### src/design/zct_pkg.sv
// ----------------------------------------------------------------------------
// Zero-cross triac trigger package
// Shared types, register indexes and constants.
// ----------------------------------------------------------------------------
`timescale 1ns / 1ps

package zct_pkg;

   localparam int COUNT_WIDTH = 16;
   localparam int BLANK_LIMIT = 100;
   localparam int ARM_TICK    = 2;
   localparam int BLANK_W     = $clog2(BLANK_LIMIT + 1);
   localparam int REG_W       = 16;
   localparam int PERIOD_W    = 16;
   localparam int INDEX_W     = 3;

   localparam logic [REG_W-1:0] RST_FIRST_CROSS_DELAY = 16'd1000;
   localparam logic [REG_W-1:0] RST_TIMEOUT_TICKS     = 16'd30000;
   localparam logic [REG_W-1:0] RST_PULSE_TICKS       = 16'd100;
   localparam logic [REG_W-1:0] RST_PERIOD_MIN        = 16'd15000;
   localparam logic [REG_W-1:0] RST_PERIOD_MAX        = 16'd25000;

   localparam logic [INDEX_W-1:0] REG_FIRST_CROSS_DELAY = 3'd0;
   localparam logic [INDEX_W-1:0] REG_TIMEOUT_TICKS     = 3'd1;
   localparam logic [INDEX_W-1:0] REG_PULSE_TICKS       = 3'd2;
   localparam logic [INDEX_W-1:0] REG_PERIOD_MIN        = 3'd3;
   localparam logic [INDEX_W-1:0] REG_PERIOD_MAX        = 3'd4;

   localparam logic [1:0] MODE_TICK  = 2'd0;
   localparam logic [1:0] MODE_EDGE  = 2'd1;
   localparam logic [1:0] MODE_COUNT = 2'd2;

   typedef logic [COUNT_WIDTH-1:0] count_type;

   typedef enum logic [2:0] {
      PH_FIRST  = 3'd0,
      PH_PULSE1 = 3'd1,
      PH_SECOND = 3'd2,
      PH_PULSE2 = 3'd3,
      PH_WAIT   = 3'd4,
      PH_IDLE   = 3'd5
   } phase_type;

   typedef struct packed {
      logic [REG_W-1:0] first_cross_delay;
      logic [REG_W-1:0] timeout_ticks;
      logic [REG_W-1:0] pulse_ticks;
      logic [REG_W-1:0] period_min;
      logic [REG_W-1:0] period_max;
   } cfg_type;

   typedef struct packed {
      logic                gate_on;
      logic [PERIOD_W-1:0] measured_period;
      logic [2:0]          phase;
      logic                edge_armed;
   } res_type;

endpackage

### src/design/zct_cfg.sv
// ----------------------------------------------------------------------------
// Zero-cross triac trigger configuration registers
// Five 16-bit registers written through the control channel.
// ----------------------------------------------------------------------------
`timescale 1ns / 1ps

module zct_cfg
   import zct_pkg::*;
(
   input  logic               clock,
   input  logic               reset,
   input  logic               csr_valid,
   output logic               csr_ready,
   input  logic [INDEX_W-1:0] csr_index,
   input  logic [REG_W-1:0]   csr_data,
   output cfg_type            cfg
);

   cfg_type regs_ff;
   cfg_type regs_in;

   assign csr_ready = 1'b1;
   assign cfg       = regs_ff;

   always_comb begin
      regs_in = regs_ff;
      if (csr_valid) begin
         unique case (csr_index)
            REG_FIRST_CROSS_DELAY: regs_in.first_cross_delay = csr_data;
            REG_TIMEOUT_TICKS:     regs_in.timeout_ticks     = csr_data;
            REG_PULSE_TICKS:       regs_in.pulse_ticks       = csr_data;
            REG_PERIOD_MIN:        regs_in.period_min        = csr_data;
            REG_PERIOD_MAX:        regs_in.period_max        = csr_data;
            default:               regs_in                   = regs_ff;
         endcase
      end
   end

   always_ff @(posedge clock) begin
      if (reset) begin
         regs_ff.first_cross_delay <= RST_FIRST_CROSS_DELAY;
         regs_ff.timeout_ticks     <= RST_TIMEOUT_TICKS;
         regs_ff.pulse_ticks       <= RST_PULSE_TICKS;
         regs_ff.period_min        <= RST_PERIOD_MIN;
         regs_ff.period_max        <= RST_PERIOD_MAX;
      end else begin
         regs_ff <= regs_in;
      end
   end

endmodule

### src/design/zct_core.sv
// ----------------------------------------------------------------------------
// Zero-cross triac trigger core
// Blanking, edge arming, period measurement, one-shot timer and gate
// sequencer, updated once per request.
// ----------------------------------------------------------------------------
`timescale 1ns / 1ps

module zct_core
   import zct_pkg::*;
(
   input  logic       clock,
   input  logic       reset,
   input  logic       step,
   input  logic [1:0] mode,
   input  logic       pin_level,
   input  logic       fire_request,
   input  cfg_type    cfg,
   output res_type    res
);

   phase_type          seq_ff,     seq_in;
   logic [BLANK_W-1:0] blank_ff,   blank_in;
   logic               sampled_ff, sampled_in;
   logic               armed_ff,   armed_in;
   count_type          count_ff,   count_in;
   count_type          reload_ff,  reload_in;
   logic               running_ff, running_in;
   count_type          accum_ff,   accum_in;
   count_type          period_ff,  period_in;
   logic               gate_ff,    gate_in;

   logic               tick_go;
   logic               edge_hit;
   logic               edge_go;
   logic               count_go;
   logic               upd;
   logic [BLANK_W-1:0] blank_inc;
   count_type          accum_sum;
   count_type          period_edge;
   logic               in_window;
   count_type          half;
   count_type          half_less_pulse;
   count_type          cfg_first;
   count_type          cfg_timeout;
   count_type          cfg_pulse;

   assign tick_go   = step && (mode == MODE_TICK);
   assign edge_hit  = step && (mode == MODE_EDGE) && armed_ff;
   assign edge_go   = edge_hit && !sampled_ff;
   assign count_go  = step && (mode == MODE_COUNT) && running_ff;
   assign upd       = count_go && (count_ff == reload_ff);
   assign blank_inc = blank_ff + 1'b1;

   assign cfg_first   = COUNT_WIDTH'(cfg.first_cross_delay);
   assign cfg_timeout = COUNT_WIDTH'(cfg.timeout_ticks);
   assign cfg_pulse   = COUNT_WIDTH'(cfg.pulse_ticks);

   // period only counts when the last edge closed a full wait cycle
   assign accum_sum   = accum_ff + count_ff;
   assign period_edge = (seq_ff == PH_WAIT) ? accum_sum : '0;
   assign in_window   = (period_edge >= COUNT_WIDTH'(cfg.period_min)) &&
                        (period_edge <= COUNT_WIDTH'(cfg.period_max));

   assign half            = period_ff >> 1;
   assign half_less_pulse = (half > cfg_pulse) ? (half - cfg_pulse) : '0;

   // sequencer next state
   always_comb begin
      seq_in = seq_ff;
      if (edge_go) begin
         seq_in = in_window ? PH_FIRST : PH_WAIT;
      end else if (upd) begin
         unique case (seq_ff)
            PH_FIRST:  seq_in = fire_request ? PH_PULSE1 : PH_SECOND;
            PH_SECOND: seq_in = fire_request ? PH_PULSE2 : PH_WAIT;
            PH_PULSE1: seq_in = PH_SECOND;
            PH_PULSE2: seq_in = PH_WAIT;
            PH_WAIT:   seq_in = PH_IDLE;
            default:   seq_in = seq_ff;
         endcase
      end
   end

   // timer, measurement and gate updates
   always_comb begin
      blank_in   = blank_ff;
      sampled_in = sampled_ff;
      armed_in   = armed_ff;
      count_in   = count_ff;
      reload_in  = reload_ff;
      running_in = running_ff;
      accum_in   = accum_ff;
      period_in  = period_ff;
      gate_in    = gate_ff;

      if (tick_go) begin
         if (blank_ff < BLANK_W'(BLANK_LIMIT)) begin
            blank_in = blank_inc;
            if (blank_inc == BLANK_W'(ARM_TICK)) begin
               sampled_in = pin_level;
               armed_in   = 1'b1;
            end
         end
      end

      if (edge_hit) begin
         armed_in = 1'b0;
         blank_in = '0;
      end

      if (edge_go) begin
         count_in   = '0;
         period_in  = period_edge;
         reload_in  = in_window ? cfg_first : cfg_timeout;
         gate_in    = 1'b0;
         accum_in   = '0;
         running_in = 1'b1;
      end

      if (count_go) begin
         if (upd) begin
            count_in = '0;
            accum_in = accum_ff + reload_ff;
            case (seq_ff)
               PH_FIRST, PH_SECOND: begin
                  if (fire_request) begin
                     gate_in   = 1'b1;
                     reload_in = cfg_pulse;
                  end else if (seq_ff == PH_FIRST) begin
                     reload_in = half;
                  end else begin
                     reload_in = cfg_timeout;
                  end
               end
               PH_PULSE1: begin
                  gate_in   = 1'b0;
                  reload_in = half_less_pulse;
               end
               PH_PULSE2: begin
                  gate_in   = 1'b0;
                  reload_in = cfg_timeout;
               end
               PH_WAIT: begin
                  period_in  = '0;
                  gate_in    = 1'b0;
                  running_in = 1'b0;
               end
               default: begin
                  gate_in    = 1'b0;
                  running_in = 1'b0;
               end
            endcase
         end else begin
            count_in = count_ff + 1'b1;
         end
      end
   end

   always_ff @(posedge clock) begin
      if (reset) begin
         seq_ff     <= PH_IDLE;
         blank_ff   <= '0;
         sampled_ff <= 1'b0;
         armed_ff   <= 1'b0;
         count_ff   <= '0;
         reload_ff  <= COUNT_WIDTH'(RST_TIMEOUT_TICKS);
         running_ff <= 1'b0;
         accum_ff   <= '0;
         period_ff  <= '0;
         gate_ff    <= 1'b0;
      end else begin
         seq_ff     <= seq_in;
         blank_ff   <= blank_in;
         sampled_ff <= sampled_in;
         armed_ff   <= armed_in;
         count_ff   <= count_in;
         reload_ff  <= reload_in;
         running_ff <= running_in;
         accum_ff   <= accum_in;
         period_ff  <= period_in;
         gate_ff    <= gate_in;
      end
   end

   // the response reports the state as it stands after this request
   assign res.gate_on         = gate_in;
   assign res.measured_period = PERIOD_W'(period_in);
   assign res.phase           = seq_in;
   assign res.edge_armed      = armed_in;

endmodule

### src/design/zero_cross_triac_trigger.sv
// ----------------------------------------------------------------------------
// Zero-cross triac trigger
// Mains zero-cross detector and thyristor gate pulser with a one-shot timer.
// ----------------------------------------------------------------------------
// Each request (ms tick, zero-cross edge or timer count, chosen by req_tuser)
// gives exactly one response with the gate drive, the last measured period,
// the sequencer phase and the edge arming flag. The block takes one request
// per clock while the response channel is not stalled. A request is held in
// the input register, the state update runs combinationally into the response
// register, and a response is valid once it has passed both registers.
// The rate is set by that combinational update of the timer and sequencer.
// A stalled response holds the response register and the input register
// still accepts one more request.
// Configuration writes take effect at the next timer reload.
// ----------------------------------------------------------------------------
`timescale 1ns / 1ps

module zero_cross_triac_trigger
   import zct_pkg::*;
(
   input  logic               clock,
   input  logic               reset,
   input  logic               req_tvalid,
   output logic               req_tready,
   input  logic [7:0]         req_tdata,   // [0] pin_level, [1] fire_request
   input  logic [1:0]         req_tuser,   // [1:0] mode
   output logic               rsp_tvalid,
   input  logic               rsp_tready,
   output logic [23:0]        rsp_tdata,   // [0] gate_on, [16:1] measured_period,
                                           // [19:17] phase, [20] edge_armed
   input  logic               csr_valid,
   output logic               csr_ready,
   input  logic [INDEX_W-1:0] csr_index,
   input  logic [REG_W-1:0]   csr_data
);

   cfg_type    cfg;
   res_type    res;

   logic       in_valid_ff, in_valid_in;
   logic [1:0] in_mode_ff;
   logic       in_pin_ff;
   logic       in_fire_ff;
   logic       out_valid_ff, out_valid_in;
   res_type    out_ff;
   logic       advance;
   logic       take;

   assign advance    = in_valid_ff && (!out_valid_ff || rsp_tready);
   assign req_tready = !in_valid_ff || advance;
   assign take       = req_tvalid && req_tready;

   assign in_valid_in  = take || (in_valid_ff && !advance);
   assign out_valid_in = advance || (out_valid_ff && !rsp_tready);

   zct_cfg u_cfg (
      .clock     (clock),
      .reset     (reset),
      .csr_valid (csr_valid),
      .csr_ready (csr_ready),
      .csr_index (csr_index),
      .csr_data  (csr_data),
      .cfg       (cfg)
   );

   zct_core u_core (
      .clock        (clock),
      .reset        (reset),
      .step         (advance),
      .mode         (in_mode_ff),
      .pin_level    (in_pin_ff),
      .fire_request (in_fire_ff),
      .cfg          (cfg),
      .res          (res)
   );

   always_ff @(posedge clock) begin
      if (reset) begin
         in_valid_ff  <= 1'b0;
         out_valid_ff <= 1'b0;
      end else begin
         in_valid_ff  <= in_valid_in;
         out_valid_ff <= out_valid_in;
      end
   end

   always_ff @(posedge clock) begin
      if (take) begin
         in_mode_ff <= req_tuser;
         in_pin_ff  <= req_tdata[0];
         in_fire_ff <= req_tdata[1];
      end
      if (advance) begin
         out_ff <= res;
      end
   end

   assign rsp_tvalid = out_valid_ff;
   assign rsp_tdata  = {3'b000, out_ff.edge_armed, out_ff.phase,
                        out_ff.measured_period, out_ff.gate_on};

endmodule

### config.mk
export PLATFORM = sky130hd
export DESIGN_NAME = zero_cross_triac_trigger
export DESIGN_NICKNAME = d
export VERILOG_FILES = /design/src/design/zct_pkg.sv /design/src/design/zct_cfg.sv /design/src/design/zct_core.sv /design/src/design/zero_cross_triac_trigger.sv
export SDC_FILE = /design/constraint.sdc
export NUM_CORES = 1
export LEC_CHECK = 0
export ABC_AREA = 1
export BUFFER_PORTS_ARGS = -buffer_cell sky130_fd_sc_hd__buf_2
export CORE_UTILIZATION = 60
export CTS_CLUSTER_DIAMETER = 60
export CTS_CLUSTER_SIZE = 24
export DETAILED_ROUTE_END_ITERATION = 10
export GPL_ROUTABILITY_DRIVEN = 0
export PLACE_DENSITY_LB_ADDON = 0.05
export REMOVE_ABC_BUFFERS = 1
export SKIP_LAST_GASP = 1
export SYNTH_ARGS = -nofsm -noshare
export SYNTH_HDL_FRONTEND = slang
export SYNTH_SLANG_ARGS = --single-unit
### constraint.sdc
create_clock -name clock -period 8.7 [get_ports clock]
set_input_delay 2.61 -clock clock [delete_from_list [all_inputs] [get_ports clock]]
set_output_delay 2.61 -clock clock [all_outputs]
set_load 0.1 [all_outputs]
# Word-level counts from Yosys, hierarchy flattened
# Cells that the tools add are included.
dict set report classes {
  bitwise_logic 0
  shift 0
  n_addsub 5
  n_reduce_logical 35
  div_mod_pow 0
  mux 38
  order_cmp 4
  multipliers 0
  eq_ne 12
}
# op n
set ops {}
lappend ops {{$mux 16} 18}
lappend ops {{$pmux 16 s3} 1}
lappend ops {{$add 16x16->16} 2}
lappend ops {{$add 16x1->16 const B} 1}
lappend ops {{$eq 16x16->1} 1}
lappend ops {{$ge 16x16->1} 1}
lappend ops {{$gt 15x16->1} 1}
lappend ops {{$le 16x16->1} 1}
lappend ops {{$sub 15x16->16} 1}
lappend ops {{$pmux 3 s5} 1}
lappend ops {{$mux 1} 13}
lappend ops {{$eq 3x2->1 const B} 4}
lappend ops {{$logic_and 1x1->1} 12}
lappend ops {{$mux 3} 4}
lappend ops {{$reduce_and 2->1} 6}
lappend ops {{$add 7x1->7 const B} 1}
lappend ops {{$eq 7x2->1 const B} 1}
lappend ops {{$lt 7x7->1 const B} 1}
lappend ops {{$eq 3x1->1 const B} 2}
lappend ops {{$eq 3x3->1 const B} 2}
lappend ops {{$logic_not 3->1} 2}
lappend ops {{$logic_not 1->1} 5}
lappend ops {{$logic_or 1x1->1} 4}
lappend ops {{$reduce_or 2->1} 2}
lappend ops {{7 further kinds} 7}
dict set report word_totals {
  ram_bits 0
  memories 0
  romBits 0
  inputBits 34
  elab_cells 118
  register_bits 185
  output_inout_bits 27
  latchBits 0
}

# Longest topological paths before layout
dict set report logic_depth {
  ltp_word 11
  ltp_mapped 32
  depth_no_buf 31
}

# Modules after synthesis
# A second synthesis with hierarchy kept.
dict set report hier_totals {
  cells_unflattened 1711
  hier_area_um2 11756.3
}
# module seq_area_each_um2 cells_each instances area_per_inst_um2
set modules_own_cells {}
lappend modules_own_cells {zct_core 1561.5 1233 1 7707.4}
lappend modules_own_cells {zct_cfg 1601.5 437 1 3180.6}
lappend modules_own_cells {zero_cross_triac_trigger 790.8 41 1 868.3}

# Least setup slack after synthesis
# Ideal clock, no wire load.
dict set report synth_path {
  path_type {input to output}
  startpoint {input rsp_tready}
  endpoint {output req_tready}
  setup_slack_ps 2671
  stages 2
  t_arrival_ps 3419
  t_required_ps 6090
  path_cell_list {inv_1 > nand3_1}
}
dict set report synth_between {
  elab_chain_len 3
}
# item line
set synth_rtl {}
lappend synth_rtl {{start: declaration} zero_cross_triac_trigger.sv:28} ;# input logic rsp_tready,
lappend synth_rtl {{$logic_or 1x1->1} zero_cross_triac_trigger.sv:49} ;# assign advance = in_valid_ff && (!out_valid_ff || rsp_tready);
lappend synth_rtl {{$logic_and 1x1->1} zero_cross_triac_trigger.sv:49}
lappend synth_rtl {{$logic_or 1x1->1} zero_cross_triac_trigger.sv:50} ;# assign req_tready = !in_valid_ff || advance;
lappend synth_rtl {{end: declaration} zero_cross_triac_trigger.sv:24} ;# output logic req_tready,
# No other way between the ends.

==> metrics.txt <==
status finished clean; hold buffers post-CTS 0; Area Growth Syn to Fin 8.92%; Fillers 1637; synth unique cells 56; core box area 18000 um2; maximum vdd drop 140 uV; combinational power share 6.8%; die area 19000 um2; share of layout cells above drive strength 1 7.85%; cts repair resizes 0; CP top delay family simple AND/OR/NAND/NOR gates; crit path launch type input port; slowest CP cell inv_1; switching pwr 468 uW; commonest non-fill, non-tap cell in the layout nand2_1; fmax 0.163 GHz; post-DR vias/cell 5.66; CTS buffer count 17; # rows 49; Placement Setup Slack 2220 ps; starting density of the core 61.5%; vias after detailed routing 10200; Final Critical Period 6130 ps; flops & latches, synth 185; area leader, netlist dfxtp_1; largest net degree at the start of global routing 89; worst relative slew slack 27.5%; EDFF count, synth 25; die height 138 um; global-route wire length before repair 46500 um; antenna-violating nets left 0; Crit Path Category input port to flop; Flop pwr share 48.3%; Worst Path Max Fanout 22; CTS tree built; Final WS setup 2570 ps; maximum clock path buffer count 2; Seq/Total Area, Yosys 35.6%; ys async rst share 0%; Avg Cell Area, Syn 7.20 um2; vias in the first global route 9322; Max-Cap Viols 0; TNS Setup 0 ps; post-route design area 12100 um2; worst-margin pin slew 1090 ps; Root Driver clkbuf_16; Placed Area 11400 um2; die width 138 um; Post-CTS Setup Bufs 0; First DRT Iteration DRCs 757; Max stage delay on crit path 780 ps; Required @ worst endpoint 8890 ps; Sw Ratio 25.3%; nets 1681; worst-path cell chain buf_2, inv_1, nand2_1, nand2_1, inv_1, nand4_1, nor3_1, nand3_1, nor2_2, inv_2, o221ai_1, inv_1; Clk pwr share 45.0%; CP Data Arrival Time 6320 ps; final hold violations 0; worst min path class flop to flop; clk sink count 185; most common flop cell mapped by yosys dfxtp_1; H-tree levels 4; Final Util 67.0%; Max Transition Viols Final 0; commonest non-fill, non-tap cells in the layout nand2_1 (302), inv_1 (218), a21oi_1 (176); critical path's most frequent cell inv_1; WL final 29500 um; fin crit share 70.4%; GRT overflow 0; total iterations of the first detailed-routing run 5; synthesized netlist cell count 1541; diodes inserted 0; Power Density 153 nW/um2; Final Skew 11.3 ps; crit end category flop; Area contributors post-synth dfxtp_1 (29%), nand2_1 (10%), ha_1 (8.8%); clk slew on worst S/H paths 70 ps; Port-buffer cells 50; P_int 1.38 mW; Pleak 5.62 nW; initial antenna violation count 0; DRC viols 0; Netlist Area Pre-Place 11100 um2; Clock Latency Late Sink 440 ps; Final setup viols 0; RSZ-0062 raised after global routing false; Total GRT Usage 32.0%; synth warn 0; routed len/inst 16.3 um; HPWL after detailed placement 21600 um; # IOs 61; Synth top area share 28.9%; Hold WS 452 ps; WP buf/inv 5
## power groups by stage
stage | logic (mW) | registers [mW] | clock network (mW)
global route | 0.137 | 0.894 | 0.873
floorplan | 0.0629 | 0.934 | 0
CTS | 0.125 | 0.892 | 0.838
finish | 0.125 | 0.892 | 0.832
global placement | 0.122 | 0.911 | 0
detailed placement | 0.124 | 0.912 | 0
## registers in the layout, indices dropped and copies added (netlist names)
signal             flops
in_valid_ff            1
u_core.period_ff      16
rsp_tvalid             1
rsp_tdata             21
u_cfg.cfg             80
u_core.count_ff       16
in_fire_ff             1
u_core.sampled_ff      1
u_core.seq_ff          3
u_core.running_ff      1
u_core.reload_ff      16
in_pin_ff              1
u_core.gate_ff         1
u_core.accum_ff       16
u_core.blank_ff        7
in_mode_ff             2
u_core.armed_ff        1
## routing by layer
layer	global-route usage (%)	routed length (um)	vias to the layer above
li1	-	-	5183
met1	41.1	13100	4673
met2	54.6	13900	320
met3	4.97	1700	62
met4	10.6	756	0
met5	0	0	-
## worst paths after layout
path	startpoint	slack [ps]	cells after the start	end
max	rsp_tready	2570	12	rsp_tdata[18]
min	u_cfg.cfg[71]	450	2	u_cfg.cfg[71]
max reg2reg	u_core.count_ff[2]	4060	29	u_core.reload_ff[13]
min reg2reg	u_cfg.cfg[71]	450	2	u_cfg.cfg[71]
## Yosys cell counts (2+ instances only)
master / n
xnor2_1: 21
dfxtp_1: 160
nor3_1: 32
nor2_1: 100
a21boi_0: 2
nand4_1: 12
and2_1: 3
a211oi_1: 7
o31ai_1: 3
a31oi_1: 4
and3_1: 2
inv_2: 5
clkbuf_1: 35
o211ai_1: 30
nand3b_1: 17
xor2_1: 19
conb_1: 2
a21o_1: 3
a22oi_1: 7
fa_1: 3
inv_1: 219
nand2_4: 2
buf_1: 2
nand2_1: 302
o22ai_1: 4
edfxtp_1: 25
a21oi_1: 176
o21bai_1: 3
or2_2: 14
ha_1: 78
nand3_1: 71
o21ai_0: 121
buf_2: 8
o221a_2: 2
buf_4: 6
o21ai_1: 6
a221oi_1: 5
nor4_1: 11
nor2_2: 2
## cell families (layout without fill, tap and decap cells)
kind of cell	Yosys count	in the layout	share of synthesized area [%]
xor gates and xnor gates	40	40	3.16
adders and majority gates	81	81	9.34
and+or+nand+nor	577	577	23.1
other	2	4	0.0677
AOI/OAI and AO/OA	378	378	18.8
buffers and inverters	278	314	9.87
DFF	185	185	35.6
## area by class of cell
class / count / area, um2 / area share (%)
Clock inverter: 10 / 114 / 0.942
Timing Repair Buffer: 57 / 303 / 2.51
Tap cell: 229 / 287 / 2.37
Inverter: 225 / 845 / 6.99
Clock buffer: 22 / 522 / 4.32
Multi-Input combinational cell: 1080 / 6060 / 50.2
Sequential cell: 185 / 3950 / 32.7
## stage by stage
| step | total power, mW | std cells |
|---|---|---|
| after detailed placement | 1.04 | 1776 |
| after global routing | 1.90 | 1808 |
| final | 1.85 | 1808 |
| after CTS | 1.86 | 1808 |
| after floorplan | 0.997 | 1490 |
| after global placement | 1.03 | 1776 |
## tightest hold or removal path, stage by stage, from the launching register on
cell	delay [ps]
dfxtp_1	320
nand2_1	50
nand3_1	50
Note: power is estimated with default switching activity, not from simulation.
